### config.mk
export PLATFORM = sky130hd
export DESIGN_NAME = usb_host_transaction_sequencer_top
export DESIGN_NICKNAME = d
export VERILOG_FILES = /design/src/design/uhts_pkg.sv /design/src/design/uhts_port_ctrl.sv /design/src/design/uhts_xfer_ctrl.sv /design/src/design/usb_host_transaction_sequencer_top.sv
export SDC_FILE = /design/constraint.sdc
export NUM_CORES = 1
export LEC_CHECK = 0
export ABC_AREA = 1
export ABC_CLOCK_PERIOD_IN_PS = 7300
export BUFFER_PORTS_ARGS = -buffer_cell sky130_fd_sc_hd__buf_2
export CORE_UTILIZATION = 35
export DETAILED_ROUTE_END_ITERATION = 8
export PLACE_DENSITY = 0.56
export SLEW_MARGIN = 20
export SYNTH_ARGS = -nofsm -noshare
export SYNTH_HDL_FRONTEND = slang
export SYNTH_HIERARCHICAL = 1
export SYNTH_SLANG_ARGS = --single-unit
### constraint.sdc
create_clock -name i_clk -period 7.3 [get_ports i_clk]
set_input_delay 1.46 -clock i_clk [delete_from_list [all_inputs] [get_ports i_clk]]
set_output_delay 1.46 -clock i_clk [all_outputs]
set_load 0.05 [all_outputs]
### src/design/uhts_pkg.sv
// ----------------------------------------------------------------------------
// uhts_pkg
// Shared types and codes of the USB host transaction sequencer.
// ----------------------------------------------------------------------------
package uhts_pkg;

    // opcodes carried in tuser
    typedef enum logic [2:0] {
        OP_PORT_RESET = 3'd0,
        OP_PULLUP     = 3'd1,
        OP_FRAME      = 3'd2,
        OP_XFER       = 3'd3,
        OP_SETUP      = 3'd4,
        OP_RESULT     = 3'd5
    } t_op;

    // bus handshake or data pid seen by the transaction engine
    typedef enum logic [2:0] {
        EV_STALL = 3'd0,
        EV_ACK   = 3'd1,
        EV_NAK   = 3'd2,
        EV_DATA0 = 3'd3,
        EV_DATA1 = 3'd4
    } t_event;

    typedef enum logic [1:0] {
        RES_SUCCESS = 2'd0,
        RES_STALLED = 2'd1,
        RES_TIMEOUT = 2'd2
    } t_result;

    typedef enum logic [1:0] {
        PEV_NONE     = 2'd0,
        PEV_ATTACHED = 2'd1,
        PEV_REMOVED  = 2'd2
    } t_port_event;

    typedef enum logic [1:0] {
        BUS_QUIET = 2'd0,
        BUS_RESET = 2'd1,
        BUS_SOF   = 2'd2
    } t_bus_mode;

    // configuration register indexes
    typedef enum logic [2:0] {
        CFG_MAX_PACKET  = 3'd0,
        CFG_TIMEOUT     = 3'd1,
        CFG_SETTLE      = 3'd2,
        CFG_RESET_FULL  = 3'd3,
        CFG_RESET_LOW   = 3'd4
    } t_cfg_idx;

    // bit positions in the transfer kind flags
    localparam int KIND_SETUP = 0;
    localparam int KIND_IN    = 1;
    localparam int KIND_OUT   = 2;

    localparam logic [9:0]  SETUP_LEN   = 10'd8;
    localparam logic [10:0] RX_COUNT_MAX = 11'd1025;
    localparam logic [10:0] CRC_BYTES   = 11'd2;

    typedef struct packed {
        logic [9:0] max_packet;
        logic [7:0] timeout_frames;
        logic [7:0] settle_frames;
        logic [8:0] reset_frames_full;
        logic [8:0] reset_frames_low;
    } t_cfg;

    typedef struct packed {
        logic [2:0]  op;
        logic        pullup_present;
        logic        pullup_k;
        logic [10:0] sof_frame;
        logic        dir_in;
        logic [15:0] buf_len;
        logic [2:0]  event_kind;
        logic [10:0] rx_count;
    } t_item;

    typedef struct packed {
        logic        issue_cmd;
        logic        data_toggle;
        logic [15:0] chunk_offset;
        logic [9:0]  chunk_len;
        logic        complete;
        logic [1:0]  result_code;
        logic [15:0] xfer_length;
    } t_xfer_res;

    typedef struct packed {
        logic [1:0]  port_event;
        logic [1:0]  bus_state;
        logic        low_speed;
        logic [31:0] frame_cnt;
    } t_port_res;

endpackage

### src/design/uhts_port_ctrl.sv
// ----------------------------------------------------------------------------
// uhts_port_ctrl
// Root port control: attach settle count, bus reset length, port speed and
// the 32-bit frame counter.
// ----------------------------------------------------------------------------
module uhts_port_ctrl
    import uhts_pkg::*;
(
    input  logic      i_clk,
    input  logic      i_rst_n,
    input  logic      i_step,
    input  t_item     i_item,
    input  t_cfg      i_cfg,
    output logic      o_xfer_tick,
    output t_port_res o_res
);

    logic [7:0]  r_settle_left, n_settle_left;
    logic [8:0]  r_reset_left,  n_reset_left;
    logic        r_port_low,    n_port_low;
    logic [1:0]  r_bus_mode,    n_bus_mode;
    logic [31:0] r_frame_count, n_frame_count;
    logic [20:0] frame_high;
    logic [1:0]  port_event;

    // frame counter extension: carry into the upper bits on wrap of the low 11
    always_comb begin
        frame_high = r_frame_count[31:11];
        if (i_item.sof_frame < r_frame_count[10:0]) begin
            frame_high = r_frame_count[31:11] + 21'd1;
        end
    end

    // next state of the port
    always_comb begin
        n_settle_left = r_settle_left;
        n_reset_left  = r_reset_left;
        n_port_low    = r_port_low;
        n_bus_mode    = r_bus_mode;
        n_frame_count = r_frame_count;
        port_event    = PEV_NONE;
        o_xfer_tick   = 1'b0;
        case (i_item.op)
            OP_PORT_RESET: begin
                n_bus_mode   = BUS_RESET;
                n_reset_left = i_cfg.reset_frames_full;
            end
            OP_PULLUP: begin
                n_reset_left = '0;
                n_bus_mode   = BUS_QUIET;
                if (i_item.pullup_present || i_item.pullup_k) begin
                    n_settle_left = i_cfg.settle_frames;
                    if (i_item.pullup_k) begin
                        n_port_low = ~r_port_low;
                    end
                end else begin
                    n_settle_left = '0;
                    port_event    = PEV_REMOVED;
                end
            end
            OP_FRAME: begin
                n_frame_count = {frame_high, i_item.sof_frame};
                if (r_settle_left != '0) begin
                    n_settle_left = r_settle_left - 8'd1;
                    if (r_settle_left == 8'd1) begin
                        n_bus_mode   = BUS_RESET;
                        n_reset_left = r_port_low ? i_cfg.reset_frames_low
                                                  : i_cfg.reset_frames_full;
                        port_event   = PEV_ATTACHED;
                    end
                end else if (r_reset_left != '0) begin
                    n_reset_left = r_reset_left - 9'd1;
                    if (r_reset_left == 9'd1) begin
                        n_bus_mode = BUS_SOF;
                    end
                end else begin
                    o_xfer_tick = 1'b1;
                end
            end
            default: begin
            end
        endcase
    end

    // port state registers
    always_ff @(posedge i_clk) begin
        if (!i_rst_n) begin
            r_settle_left <= '0;
            r_reset_left  <= '0;
            r_port_low    <= 1'b0;
            r_bus_mode    <= BUS_QUIET;
            r_frame_count <= '0;
        end else if (i_step) begin
            r_settle_left <= n_settle_left;
            r_reset_left  <= n_reset_left;
            r_port_low    <= n_port_low;
            r_bus_mode    <= n_bus_mode;
            r_frame_count <= n_frame_count;
        end
    end

    assign o_res.port_event = port_event;
    assign o_res.bus_state  = n_bus_mode;
    assign o_res.low_speed  = n_port_low;
    assign o_res.frame_cnt  = n_frame_count;

endmodule

### src/design/uhts_xfer_ctrl.sv
// ----------------------------------------------------------------------------
// uhts_xfer_ctrl
// Transfer engine: packet chunking, data toggle, nak retry, short packet
// detection and frame timeout.
// ----------------------------------------------------------------------------
module uhts_xfer_ctrl
    import uhts_pkg::*;
(
    input  logic      i_clk,
    input  logic      i_rst_n,
    input  logic      i_step,
    input  t_item     i_item,
    input  t_cfg      i_cfg,
    input  logic      i_xfer_tick,
    output t_xfer_res o_res
);

    logic        r_busy,      n_busy;
    logic [2:0]  r_kind,      n_kind;
    logic        r_toggle,    n_toggle;
    logic [15:0] r_in_rem,    n_in_rem;
    logic [15:0] r_out_rem,   n_out_rem;
    logic [15:0] r_position,  n_position;
    logic [15:0] r_done,      n_done;
    logic [7:0]  r_timeout,   n_timeout;
    logic        r_nak_retry, n_nak_retry;

    logic [15:0] mp16;
    logic [15:0] out_rem_next;
    logic [9:0]  out_chunk_cur;
    logic [9:0]  out_chunk_next;
    logic [9:0]  start_chunk;
    logic [10:0] rx_clamped;
    logic [9:0]  rx_payload;
    logic [15:0] kept;
    logic [15:0] in_rem_after;
    logic [15:0] done_after_in;
    logic        short_pkt;
    t_xfer_res   res;

    // chunk sizes and receive byte count
    always_comb begin
        mp16           = {6'd0, i_cfg.max_packet};
        out_rem_next   = r_out_rem - mp16;
        out_chunk_cur  = (r_out_rem > mp16) ? i_cfg.max_packet : r_out_rem[9:0];
        out_chunk_next = (out_rem_next > mp16) ? i_cfg.max_packet : out_rem_next[9:0];
        start_chunk    = (i_item.buf_len > mp16) ? i_cfg.max_packet
                                                 : i_item.buf_len[9:0];
        rx_clamped     = (i_item.rx_count > RX_COUNT_MAX) ? RX_COUNT_MAX : i_item.rx_count;
        rx_payload     = (rx_clamped >= CRC_BYTES) ? 10'(rx_clamped - CRC_BYTES) : 10'd0;
        kept           = ({6'd0, rx_payload} > r_in_rem) ? r_in_rem : {6'd0, rx_payload};
        in_rem_after   = r_in_rem - kept;
        done_after_in  = r_done + kept;
        short_pkt      = rx_clamped < ({1'b0, i_cfg.max_packet} + CRC_BYTES);
    end

    // transfer sequencing
    always_comb begin
        n_busy      = r_busy;
        n_kind      = r_kind;
        n_toggle    = r_toggle;
        n_in_rem    = r_in_rem;
        n_out_rem   = r_out_rem;
        n_position  = r_position;
        n_done      = r_done;
        n_timeout   = r_timeout;
        n_nak_retry = r_nak_retry;
        res         = '0;
        case (i_item.op)
            OP_PORT_RESET: begin
                n_busy      = 1'b0;
                n_nak_retry = 1'b0;
                n_in_rem    = '0;
                n_out_rem   = '0;
            end
            OP_FRAME: begin
                if (i_xfer_tick && r_busy) begin
                    if (r_nak_retry) begin
                        // reissue the stored transaction after a nak
                        res.issue_cmd   = 1'b1;
                        res.data_toggle = r_toggle;
                        if (r_kind[KIND_OUT]) begin
                            res.chunk_offset = r_position;
                            res.chunk_len    = out_chunk_cur;
                        end else if (r_kind[KIND_SETUP]) begin
                            res.chunk_len    = SETUP_LEN;
                        end
                        if (r_kind[KIND_IN]) begin
                            res.chunk_offset = r_position;
                            res.chunk_len    = '0;
                        end
                        n_nak_retry = 1'b0;
                        n_timeout   = i_cfg.timeout_frames;
                    end else begin
                        n_timeout = r_timeout - 8'd1;
                        if (r_timeout == 8'd1) begin
                            res.complete    = 1'b1;
                            res.result_code = RES_TIMEOUT;
                            res.xfer_length = r_done;
                            n_busy          = 1'b0;
                        end
                    end
                end
            end
            OP_XFER: begin
                n_busy          = 1'b1;
                n_position      = '0;
                n_done          = '0;
                n_timeout       = i_cfg.timeout_frames;
                n_nak_retry     = 1'b0;
                n_toggle        = 1'b1;
                res.issue_cmd   = 1'b1;
                res.data_toggle = 1'b1;
                if (i_item.dir_in) begin
                    n_kind    = 3'b1 << KIND_IN;
                    n_in_rem  = i_item.buf_len;
                    n_out_rem = '0;
                end else begin
                    n_kind        = 3'b1 << KIND_OUT;
                    n_out_rem     = i_item.buf_len;
                    n_in_rem      = '0;
                    res.chunk_len = start_chunk;
                end
            end
            OP_SETUP: begin
                n_busy        = 1'b1;
                n_position    = '0;
                n_done        = '0;
                n_timeout     = i_cfg.timeout_frames;
                n_nak_retry   = 1'b0;
                n_toggle      = 1'b0;
                n_kind        = 3'b1 << KIND_SETUP;
                n_in_rem      = '0;
                n_out_rem     = '0;
                res.issue_cmd = 1'b1;
                res.chunk_len = SETUP_LEN;
            end
            OP_RESULT: begin
                if (r_busy) begin
                    case (i_item.event_kind)
                        EV_STALL: begin
                            res.complete    = 1'b1;
                            res.result_code = RES_STALLED;
                            res.xfer_length = r_done;
                            n_busy          = 1'b0;
                            n_nak_retry     = 1'b0;
                        end
                        EV_ACK: begin
                            if (r_kind[KIND_OUT] && (r_out_rem > mp16)) begin
                                // next out chunk
                                n_out_rem        = out_rem_next;
                                n_position       = r_position + mp16;
                                n_done           = r_done + mp16;
                                n_toggle         = ~r_toggle;
                                res.issue_cmd    = 1'b1;
                                res.data_toggle  = ~r_toggle;
                                res.chunk_offset = r_position + mp16;
                                res.chunk_len    = out_chunk_next;
                            end else begin
                                res.complete    = 1'b1;
                                res.result_code = RES_SUCCESS;
                                if (r_kind[KIND_OUT]) begin
                                    n_done          = r_done + r_out_rem;
                                    res.xfer_length = r_done + r_out_rem;
                                end else begin
                                    res.xfer_length = r_done;
                                end
                                n_busy      = 1'b0;
                                n_nak_retry = 1'b0;
                            end
                        end
                        EV_NAK: begin
                            if (!r_kind[KIND_SETUP]) begin
                                n_nak_retry = 1'b1;
                            end
                        end
                        EV_DATA0, EV_DATA1: begin
                            if (r_kind[KIND_IN]) begin
                                res.chunk_offset = r_position;
                                res.chunk_len    = kept[9:0];
                                n_position       = r_position + kept;
                                n_in_rem         = in_rem_after;
                                n_done           = done_after_in;
                                if ((in_rem_after == '0) || short_pkt) begin
                                    res.complete    = 1'b1;
                                    res.result_code = RES_SUCCESS;
                                    res.xfer_length = done_after_in;
                                    n_busy          = 1'b0;
                                    n_nak_retry     = 1'b0;
                                end else begin
                                    n_toggle        = ~r_toggle;
                                    res.issue_cmd   = 1'b1;
                                    res.data_toggle = ~r_toggle;
                                end
                            end
                        end
                        default: begin
                        end
                    endcase
                end
            end
            default: begin
            end
        endcase
    end

    // transfer state registers
    always_ff @(posedge i_clk) begin
        if (!i_rst_n) begin
            r_busy      <= 1'b0;
            r_kind      <= '0;
            r_toggle    <= 1'b1;
            r_in_rem    <= '0;
            r_out_rem   <= '0;
            r_position  <= '0;
            r_done      <= '0;
            r_timeout   <= '0;
            r_nak_retry <= 1'b0;
        end else if (i_step) begin
            r_busy      <= n_busy;
            r_kind      <= n_kind;
            r_toggle    <= n_toggle;
            r_in_rem    <= n_in_rem;
            r_out_rem   <= n_out_rem;
            r_position  <= n_position;
            r_done      <= n_done;
            r_timeout   <= n_timeout;
            r_nak_retry <= n_nak_retry;
        end
    end

    assign o_res = res;

endmodule

### src/design/usb_host_transaction_sequencer_top.sv
// ----------------------------------------------------------------------------
// usb_host_transaction_sequencer_top
// USB full/low speed host transfer sequencer with root port control.
// ----------------------------------------------------------------------------
//  channel   direction  handshake                       payload
//  s_axis    in         s_axis_tvalid / s_axis_tready   tuser op, tdata event fields
//  m_axis    out        m_axis_tvalid / m_axis_tready   tdata result fields
//  cfg       in         i_cfg_we                        i_cfg_idx, i_cfg_data
//
// Each request is captured in the input register, the step logic works on it,
// and its result is loaded into the result register when the output side can
// take it. One request is taken per cycle while the output is not stalled; the
// state update is a single pass of compares and adds.
// Reset is synchronous; it clears the pipeline valids, resets the sequencer
// state and loads the configuration defaults. A stalled output holds the
// result and input registers, and the input side stalls only once both are full.
// ----------------------------------------------------------------------------
module usb_host_transaction_sequencer_top
    import uhts_pkg::*;
(
    input  logic        i_clk,
    input  logic        i_rst_n,
    // request stream
    input  logic        s_axis_tvalid,
    output logic        s_axis_tready,
    // tdata from bit 0: pullup_present, pullup_k, sof_frame[10:0], usb_addr[6:0],
    // ep_num[3:0], dir_in, buf_len[15:0], dev_low_speed, event_kind[2:0],
    // rx_count[10:0]
    input  logic [55:0] s_axis_tdata,
    // tuser: op[2:0]
    input  logic [2:0]  s_axis_tuser,
    // result stream
    output logic        m_axis_tvalid,
    input  logic        m_axis_tready,
    // tdata from bit 0: issue_cmd, data_toggle, chunk_offset[15:0], chunk_len[9:0],
    // complete, result_code[1:0], xfer_length[15:0], port_event[1:0],
    // bus_state[1:0], low_speed, frame_cnt[31:0], zero fill
    output logic [87:0] m_axis_tdata,
    // configuration writes
    input  logic        i_cfg_we,
    input  logic [2:0]  i_cfg_idx,
    input  logic [9:0]  i_cfg_data
);

    t_cfg      r_cfg;
    logic      r_in_valid;
    t_item     r_in_item;
    logic      r_out_valid;
    logic [87:0] r_out_data;

    logic      out_ready;
    logic      step;
    logic      xfer_tick;
    t_item     item_in;
    t_xfer_res xfer_res;
    t_port_res port_res;

    // pipeline flow control
    assign out_ready     = !r_out_valid || m_axis_tready;
    assign step          = r_in_valid && out_ready;
    assign s_axis_tready = !r_in_valid || out_ready;

    // request field unpacking
    always_comb begin
        item_in.op             = s_axis_tuser;
        item_in.pullup_present = s_axis_tdata[0];
        item_in.pullup_k       = s_axis_tdata[1];
        item_in.sof_frame      = s_axis_tdata[12:2];
        item_in.dir_in         = s_axis_tdata[24];
        item_in.buf_len        = s_axis_tdata[40:25];
        item_in.event_kind     = s_axis_tdata[44:42];
        item_in.rx_count       = s_axis_tdata[55:45];
    end

    // configuration registers
    always_ff @(posedge i_clk) begin
        if (!i_rst_n) begin
            r_cfg.max_packet        <= 10'd8;
            r_cfg.timeout_frames    <= 8'd100;
            r_cfg.settle_frames     <= 8'd100;
            r_cfg.reset_frames_full <= 9'd12;
            r_cfg.reset_frames_low  <= 9'd450;
        end else if (i_cfg_we) begin
            case (i_cfg_idx)
                CFG_MAX_PACKET: r_cfg.max_packet        <= i_cfg_data;
                CFG_TIMEOUT:    r_cfg.timeout_frames    <= i_cfg_data[7:0];
                CFG_SETTLE:     r_cfg.settle_frames     <= i_cfg_data[7:0];
                CFG_RESET_FULL: r_cfg.reset_frames_full <= i_cfg_data[8:0];
                CFG_RESET_LOW:  r_cfg.reset_frames_low  <= i_cfg_data[8:0];
                default: begin
                end
            endcase
        end
    end

    // input register
    always_ff @(posedge i_clk) begin
        if (!i_rst_n) begin
            r_in_valid <= 1'b0;
        end else if (s_axis_tready) begin
            r_in_valid <= s_axis_tvalid;
        end
    end

    always_ff @(posedge i_clk) begin
        if (s_axis_tready && s_axis_tvalid) begin
            r_in_item <= item_in;
        end
    end

    uhts_port_ctrl u_port (
        .i_clk       (i_clk),
        .i_rst_n     (i_rst_n),
        .i_step      (step),
        .i_item      (r_in_item),
        .i_cfg       (r_cfg),
        .o_xfer_tick (xfer_tick),
        .o_res       (port_res)
    );

    uhts_xfer_ctrl u_xfer (
        .i_clk       (i_clk),
        .i_rst_n     (i_rst_n),
        .i_step      (step),
        .i_item      (r_in_item),
        .i_cfg       (r_cfg),
        .i_xfer_tick (xfer_tick),
        .o_res       (xfer_res)
    );

    // result register
    always_ff @(posedge i_clk) begin
        if (!i_rst_n) begin
            r_out_valid <= 1'b0;
        end else if (out_ready) begin
            r_out_valid <= r_in_valid;
        end
    end

    always_ff @(posedge i_clk) begin
        if (step) begin
            r_out_data <= {4'd0,
                           port_res.frame_cnt,
                           port_res.low_speed,
                           port_res.bus_state,
                           port_res.port_event,
                           xfer_res.xfer_length,
                           xfer_res.result_code,
                           xfer_res.complete,
                           xfer_res.chunk_len,
                           xfer_res.chunk_offset,
                           xfer_res.data_toggle,
                           xfer_res.issue_cmd};
        end
    end

    assign m_axis_tvalid = r_out_valid;
    assign m_axis_tdata  = r_out_data;

endmodule

; Yosys cells after proc, flatten, opt, wreduce, memory -nomap -nowiden
; Index checks and enable logic that the tools add are counted.
[word_totals]
regBits = 307
latchBits = 0
ram_bits = 0
rom_bits = 0
input_bits = 77
output_inout_bits = 90
word_cells = 235
mem_count = 0
[classes]
addsub = 13
n_mul = 0
div = 0
magnitude_cmp = 8
n_eq_ne = 35
shift = 0
n_mux = 102
n_bitwise = 2
n_reduce_logical = 45
[ops]
columns = op, count
row1 = $mux 16, 17
row2 = $pmux 16 s2, 5
row3 = $mux 47, 3
row4 = $pmux 16 s3, 2
row5 = $mux 19, 4
row6 = $mux 10, 6
row7 = $pmux 19 s3, 1
row8 = $mux 28, 2
row9 = $pmux 28 s2, 1
row10 = $add 16x16->16, 3
row11 = $gt 16x10->1, 3
row12 = $pmux 10 s4, 1
row13 = $pmux 19 s2, 1
row14 = $mux 9, 4
row15 = $add 16x10->16, 2
row16 = $mux 32, 1
row17 = $mux 8, 4
row18 = $pmux 8 s2, 2
row19 = $pmux 9 s3, 1
row20 = $mux 26, 1
row21 = $mux 1, 24
row22 = $lt 11x11->1, 2
row23 = $add 21x1->21 const B, 1
row24 = $mux 21, 1
row25 = other kinds (50), 113

; Longest topological paths before layout
; Gate-level depths: netlist of the first run.
[depth]
word_depth = 14
ltp_mapped = 43
depth_no_buf = 40

; By module
; Netlist of the first run, hierarchy kept.
[modules_own_cells]
columns = mod, n_inst, cells_per_inst, area_per_inst_um2, seq_area_each_um2
row1 = uhts_xfer_ctrl, 1, 2050, 12054.1, 1561.5
row2 = usb_host_transaction_sequencer_top, 1, 400, 5826.8, 4854.7
row3 = uhts_port_ctrl, 1, 696, 4060.1, 1041.0

; Worst setup path before layout of the first run
; No wires, ideal clock.
[synth_path]
path_kind = in2reg
start = in m_axis_tready
end = reg u_xfer.r_timeout[7]
arrival_ns = 7.382
required_ns = 7.175
setup_slack_ns = -0.206
stages = 7
n_path_buf = 0
cell_sequence = inv_1 -> a21oi_1 -> nand2_1 -> a21oi_1 -> inv_1 -> a211oi_1 -> a211oi_1
[synth_via]
elab_chain_len = 3
[synth_lines]
columns = element, line
row1 = start: declaration, usb_host_transaction_sequencer_top.sv:34  ; input logic m_axis_tready,
row2 = $logic_or 1x1->1, usb_host_transaction_sequencer_top.sv:59  ; assign out_ready = !r_out_valid || m_axis_tready;
row3 = $logic_and 1x1->1, usb_host_transaction_sequencer_top.sv:60  ; assign step = r_in_valid && out_ready;
row4 = net step, usb_host_transaction_sequencer_top.sv:52  ; logic step;
row5 = $reduce_and 3->1 (no line), --
row6 = end signal: assignment, uhts_xfer_ctrl.sv:227  ; r_timeout <= n_timeout;
row7 = end: declaration, uhts_xfer_ctrl.sv:25  ; logic [7:0] r_timeout, n_timeout;
; The timed path passes the listed nets, and every way through them passes these cells.
; A chain may end at the register's enable or synchronous reset.

==> metrics.log, run 1 <==
INFO  metric top_usage_layer = met2
INFO  metric drc_errors = 0
INFO  metric critical_path.top_delay_family = simple AND/OR/NAND/NOR gates
INFO  metric worst_r2r_path_depth = 39
INFO  metric groute.layer.met1.usage = 30.4%
INFO  metric final_common_cell = sky130_fd_sc_hd__nand2_1
INFO  metric setup_tns = 0 ns
INFO  metric finalHoldViolCount = 0
INFO  metric post-route-min-period = around 6.4 ns
INFO  metric clkTransAtPathRegs = approximately 0.060 ns
INFO  metric slew_headroom = 29.7%
INFO  metric globalRoute.totalOverflow = 0
INFO  metric ios = around 170
INFO  metric power.total = 5.15 mW
INFO  metric synthesis.instances = ~3100
INFO  metric die-width = 252 um
INFO  metric critPathCaptureType = register
INFO  metric timing_max_transition_violations_final = 0
INFO  metric area_of_the_die = 0.0637 mm^2
INFO  metric synth_edf_count = 131
INFO  metric final_cell_mix = sky130_fd_sc_hd__nand2_1, sky130_fd_sc_hd__inv_1, sky130_fd_sc_hd__nor2_1, sky130_fd_sc_hd__nand3_1, sky130_fd_sc_hd__a21oi_1
INFO  metric largest_stage_delay_on_the_critical_path = 0.47 ns
INFO  metric status = finished, final reports clean
INFO  metric coreArea = 0.0618 mm^2
INFO  metric timing.critical_path.required = ~7.7 ns
INFO  metric min_path_cells = 2
INFO  metric finalWirelength = 70500 um
INFO  metric wire_length_of_the_first_global_routing_pass = around 110000 um
INFO  metric clock_sinks = 307
INFO  metric power.ir.vdd_worst = between 0.15 and 0.2 mV
INFO  metric startpoint_type = register
INFO  metric initial_drt_pass_iterations = 7
INFO  metric yosysSeqAreaShare = 34.0%
INFO  metric critical-path-slowest-cell = sky130_fd_sc_hd__edfxtp_1
INFO  metric die-height = about 250 um
INFO  metric async_flop_share = 0%
INFO  metric rows = 91
INFO  metric critical_path.n_buffers_inverters = 7
INFO  metric timing.hold.worst.class = register to register
INFO  metric detail-route-antenna-nets = 0
INFO  metric root_buffer = sky130_fd_sc_hd__clkbuf_16
INFO  metric initial_antenna_violation_count = 1
INFO  metric postCtsSetupBuffers = 0
INFO  metric final_layout_size_suffix_gt1_share = about a tenth
INFO  metric grt_use_total = 21.9%
INFO  metric effective_utilization_at_floorplan = between 30% and 40%
INFO  metric ys_types = 64
INFO  metric cts_hold_buf = 0
INFO  metric postCtsResizedCells = 0
INFO  metric ys_ff_latch = 307
INFO  metric n_fill_cell = between 6000 and 7000
INFO  metric worst_clock_skew = 0.0316 ns
INFO  metric dp_hpwl = about 53000 um
INFO  metric yosysWarningCount = 6
INFO  metric io_buffer_count = 150
INFO  metric wl_per_cell = between 15 and 20 um
INFO  metric grt_pass1_vias = 19200
INFO  metric max-cap-violations = 0
INFO  metric tritoncts = done
INFO  metric layout.cells.non_filler = 4147
INFO  metric groute.layer.met3.usage = 3.09%
INFO  metric initialDrtViolationCount = between 1500 and 2000
INFO  metric final_min_period_over_clock_period = 88.3%
INFO  metric grt_start_max_net_pins = 80
INFO  metric source_to_sink_clock_delay_at_the_later_pin_of_the_worst_skew_pair = ~0.58 ns
INFO  metric clock_tree.htree_level_count = 2
INFO  metric setup_repair_after_global_routing_missed_its_margin = false
INFO  metric tightest_slew = 1.05 ns
INFO  metric tritoncts.num_buffers = 39
INFO  metric dp_cells = 4074
INFO  metric global_route.usage.met2 = 35.3%
INFO  metric path_common_cell = sky130_fd_sc_hd__nand2_1
INFO  metric syn_to_final_growth = 13.4%
INFO  metric synth_top_flop_cell = sky130_fd_sc_hd__dfxtp_1
INFO  metric fmax = 155 MHz
INFO  metric vias = 21000
INFO  metric design.final.nets = 3507
INFO  metric viasPerCell = ~5
INFO  metric synth_area = 0.0219 mm^2
INFO  metric power-per-cell-area = 207 mW/mm^2
INFO  metric cp_data_arrival_time = 6.88 ns
INFO  metric placer_congestion_estimate = 0.947
INFO  metric cts-root-to-sink-buffers = 3
INFO  metric average_cell_area_after_synthesis = 6.97 um^2
INFO  metric critical_path_cell_count = 39
INFO  metric worst_path_max_fanout = 17
INFO  metric final-setup-viol-count = 0
INFO  metric crit_type = register to register
INFO  metric cellLeakagePower = 11.4 nW
## where the power goes
part	total (mW)	leakage (nW)	switching [mW]	internal (mW)
clock	2.01	0.666	0.810	1.20
sequential	1.95	2.71	0.0730	1.88
combinational	1.20	7.98	0.831	0.364
total	5.15	11.4	1.71	3.44
## flip-flops by register name, summed over array words and instances, names as in the netlist
| name | cells |
|---|---|
| m_axis_tvalid | 1 |
| u_port/r_frame_count | 32 |
| u_xfer/r_position | 16 |
| r_cfg | 44 |
| u_xfer/r_busy | 1 |
| u_xfer/r_timeout | 8 |
| u_port/r_settle_left | 8 |
| u_xfer/r_kind | 3 |
| u_xfer/r_in_rem | 16 |
| u_xfer/r_nak_retry | 1 |
| u_port/r_reset_left | 9 |
| u_port/r_port_low | 1 |
| m_axis_tdata | 84 |
| u_xfer/r_done | 16 |
| r_in_valid | 1 |
| u_xfer/r_toggle | 1 |
| u_xfer/r_out_rem | 16 |
| u_port/r_bus_mode | 2 |
| r_in_item | 47 |
## path summary, 6_finish.rpt
path	from	end	slack [ns]
setup / recovery	r_in_item[4]$_DFFE_PP_	m_axis_tdata[32]$_DFFE_PP_	0.85
hold / removal	r_cfg[12]$_SDFFE_PN1P_	r_cfg[12]$_SDFFE_PN1P_	0.47
setup reg to reg	r_in_item[4]$_DFFE_PP_	m_axis_tdata[32]$_DFFE_PP_	0.85
hold reg to reg	r_cfg[12]$_SDFFE_PN1P_	r_cfg[12]$_SDFFE_PN1P_	0.47
## worst min-delay path, delay by kind of cell (launching register included)
kind | cells | cell delay, ns
flops | 1 | 0.33
simple gates | 2 | 0.11
## per-layer routing
layer	wire length [um]	vias up
li1	-	10700
met1	33100	9583
met2	31600	561
met3	4090	84
met4	1670	0
met5	0	-
## synth_stat cells, drive strengths merged, types with 2 or more instances
cell / count / area, um^2
nor3: 39 / 216
nand3b: 4 / 30.0
edfxtp: 131 / 3930
o211ai: 27 / 203
a21oi: 232 / 1170
nor2: 339 / 1390
a211oi: 9 / 72.6
clkbuf: 50 / 188
o22ai: 29 / 195
o31ai: 6 / 45.0
dfxtp: 176 / 3520
buf: 47 / 294
a221oi: 13 / 114
o21bai: 16 / 120
clkinv: 5 / 18.8
o21a: 5 / 37.5
or2: 8 / 50.1
nand4: 43 / 284
ha: 145 / 1810
xnor2: 19 / 166
inv: 401 / 1510
a21o: 4 / 30.0
nand3: 277 / 1410
xor2: 61 / 534
fa: 7 / 140
a22oi: 13 / 97.6
o221ai: 3 / 26.3
a31oi: 11 / 68.8
o21ai: 212 / 1070
a21boi: 4 / 41.3
nand2: 795 / 3040
conb: 2 / 7.51
nor4: 3 / 18.8
## stage by stage
| step | hold WS (ns) | utilization, % | cell area (um^2) | worst slack [ns] |
|---|---|---|---|---|
| after floorplan | 0.429 | - | 22000 | 1.76 |
| after CTS | 0.467 | 40.2 | 24900 | 0.632 |
| final | 0.469 | 40.2 | 24900 | 0.853 |
| after detailed placement | 0.453 | 38.0 | 23500 | 0.666 |
| after global placement | 0.449 | 38.0 | 23500 | 0.673 |
| after global routing | 0.491 | 40.2 | 24900 | 0.0526 |
## logic make-up (layout without fill, tap and decap cells)
group                      Yosys count  after routing  synth area share, %
adders and majority gates          152            152                 8.91
xor gates and xnor gates            80             80                 3.19
and+or+nand+nor                   1511           1511                 29.4
other                                2             15               0.0342
AOI/OAI and AO/OA                  591            591                 15.3
DFF                                307            307                 34.0
buffers and inverters              503            654                 9.16
## area by class of cell
class / count / area, um^2 / area share, %
Antenna cell: 1 / 2.50 / 0.0101
Clock buffer: 52 / 1130 / 4.53
Clock inverter: 20 / 214 / 0.860
Inverter: 406 / 1530 / 6.15
Multi-Input combinational cell: 2348 / 12500 / 50.4
Sequential cell: 307 / 7460 / 30.0
Tap cell: 837 / 1050 / 4.21
Timing Repair Buffer: 176 / 948 / 3.81
Note: power is estimated with default switching activity, not from simulation.
==> run 2, diff against run 1 <==
--- a/config.mk
+++ b/config.mk
@@ -8,9 +8,11 @@
 export ABC_AREA = 1
 export ABC_CLOCK_PERIOD_IN_PS = 7300
 export BUFFER_PORTS_ARGS = -buffer_cell sky130_fd_sc_hd__buf_2
-export CORE_UTILIZATION = 35
+export CORE_UTILIZATION = 57
+export CTS_BUF_LIST = sky130_fd_sc_hd__clkbuf_8
 export DETAILED_ROUTE_END_ITERATION = 8
-export PLACE_DENSITY = 0.56
+export PLACE_DENSITY = 0.82
+export RECOVER_POWER = 50
 export SLEW_MARGIN = 20
 export SYNTH_ARGS = -nofsm -noshare
 export SYNTH_HDL_FRONTEND = slang
==> run 2 against run 1 <==
- critical endpoint is now u_xfer/r_in_rem[5]$_SDFFE_PN0P_
- routed wire length shrank 6.1%
- register-to-register slack improved by 0.02 ns
- the flow now finishes with violations (max-capacitance violations, max-slew violations)
- sequential share of layout area rose by 0.99 points
- core utilization rose by 24 points
==> metrics.log, run 2 (synthesis results as in run 1) <==
INFO  metric status = finished, violations left
INFO  metric violations = max-capacitance violations, max-slew violations
INFO  metric root_buffer = sky130_fd_sc_hd__clkbuf_8
INFO  metric clock_sinks = between 300 and 400
INFO  metric fmax = 154 MHz
INFO  metric die-width = 198 um
INFO  metric worst_clock_skew = about 0.032 ns
INFO  metric setup_tns = 0 ns
INFO  metric final_cell_mix = sky130_fd_sc_hd__nand2_1, sky130_fd_sc_hd__inv_1, sky130_fd_sc_hd__nor2_1, sky130_fd_sc_hd__nand3_1, sky130_fd_sc_hd__a21oi_1
INFO  metric finalWirelength = 66100 um
INFO  metric clkTransAtPathRegs = 0.07 ns
INFO  metric timing.hold.worst.class = register to register
INFO  metric source_to_sink_clock_delay_at_the_later_pin_of_the_worst_skew_pair = 0.67 ns
INFO  metric final_layout_size_suffix_gt1_share = 7.76%
INFO  metric largest_register_ffs = between 80 and 90
INFO  metric design.final.nets = between 3000 and 4000
INFO  metric wl_per_cell = 17.2 um
INFO  metric die-height = roughly 200 um
INFO  metric startpoint_type = input port
INFO  metric setup_repair_after_global_routing_missed_its_margin = false
INFO  metric grt_use_total = 33.5%
INFO  metric power-per-cell-area = 198 mW/mm^2
INFO  metric final-setup-viol-count = 0
INFO  metric rows = 71
INFO  metric wire_length_of_the_first_global_routing_pass = slightly above 100000 um
INFO  metric io_buffer_count = 150
INFO  metric largest_stage_delay_on_the_critical_path = between 3 and 4 ns
INFO  metric placer_congestion_estimate = 1.03
INFO  metric tritoncts.num_buffers = 53
INFO  metric critical_path.cell_chain = buf_2, clkbuf_1, inv_2, a221oi_1
INFO  metric grt_start_max_net_pins = 98
INFO  metric layout.cells.non_filler = 3849
INFO  metric initialDrtViolationCount = 2218
INFO  metric ios = 167
INFO  metric vias = 22000
INFO  metric dp_cells = between 3000 and 4000
INFO  metric cts_hold_buf = 0
INFO  metric clock_tree.htree_level_count = 2
INFO  metric post-route-min-period = 6.51 ns
INFO  metric power.total = 4.77 mW
INFO  metric dp_hpwl = 48700 um
INFO  metric timing_max_transition_violations_final = approximately 240
INFO  metric viasPerCell = 5.72
INFO  metric area_of_the_die = 0.0393 mm^2
INFO  metric finalHoldViolCount = 0
INFO  metric detail-route-antenna-nets = 0
INFO  metric multi_input_area = 0.0125 mm^2
INFO  metric effective_utilization_at_floorplan = 58.1%
INFO  metric register_area = 0.00746 mm^2
INFO  metric critPathCaptureType = register
INFO  metric tritoncts = done
INFO  metric tightest_slew = 4.45 ns
INFO  metric worst_path_max_fanout = just under 100
INFO  metric cellLeakagePower = 11.1 nW
INFO  metric postCtsSetupBuffers = 0
INFO  metric postCtsResizedCells = 0
INFO  metric cp_data_arrival_time = 7.05 ns
INFO  metric final_common_cell = sky130_fd_sc_hd__nand2_1
INFO  metric drc_errors = 0
INFO  metric initial_antenna_violation_count = 1
INFO  metric max-cap-violations = 4
INFO  metric timing.critical_path.required = about 7.8 ns
INFO  metric cts-root-to-sink-buffers = 3
INFO  metric crit_type = input port to register
INFO  metric post-route-util = 63.8%
INFO  metric n_fill_cell = ~3400
INFO  metric syn_to_final_growth = 9.73%
INFO  metric globalRoute.totalOverflow = 0
INFO  metric slew_headroom = -197%
INFO  metric final_min_period_over_clock_period = 89.2%
INFO  metric initial_drt_pass_iterations = 8
INFO  metric grt_pass1_vias = 20200
INFO  metric critical-path-slowest-cell = sky130_fd_sc_hd__clkbuf_1
INFO  metric coreArea = 0.0378 mm^2
INFO  metric power.ir.vdd_worst = 0.184 mV
[run 2: through the flow]
stage / setup slack (ns) / hold slack [ns] / area (um^2)
2_1_floorplan: 1.76 / 0.429 / 22000
3_3_place_gp: 1.19 / 0.446 / 23100
3_5_place_dp: 1.06 / 0.461 / 23100
4_1_cts: 0.999 / 0.478 / 24200
5_1_grt: 0.282 / 0.498 / 24100
6_report: 0.791 / 0.474 / 24100
[run 2: worst paths after layout]
kind	start	end	slack, ns	cells past startpoint
setup / recovery	i_rst_n	u_xfer/r_in_rem[5]$_SDFFE_PN0P_	0.79	4
hold / removal	r_cfg[20]$_SDFFE_PN1P_	r_cfg[20]$_SDFFE_PN1P_	0.47	2
setup reg to reg	r_in_item[10]$_DFFE_PP_	m_axis_tdata[35]$_DFFE_PP_	0.87	38
hold reg to reg	r_cfg[20]$_SDFFE_PN1P_	r_cfg[20]$_SDFFE_PN1P_	0.47	2
[run 2: cell type report]
class	count	share of cell area, %
clock buffer	55	3.14
inverter	406	6.36
multi-input combinational	2348	52.0
clock inverter	43	1.27
antenna	1	0.0104
timing repair buffer	178	3.61
tap	511	2.66
sequential	307	31.0
[run 2: critical path: cells and delay by family]
family	cells	cell delay (ns)
buf+inv	3	4.88
compound gates	1	0.62
[run 2: routing by layer]
metal  vias up  routed length, um  part of all wire, %  GRT usage [%]
met2       927              30000                   45           54.8
met1     10200              28400                   43           43.9
li1      10800                  -                    -              -
met3       156               5280                  8.0           5.57
met5         -                  0                    0              0
met4         0               2410                  3.6           13.4
[run 2: power by group]
group / switching (mW) / internal (mW)
registers: 0.0729 / 1.88
logic: 0.845 / 0.367
clock network: 0.757 / 0.849
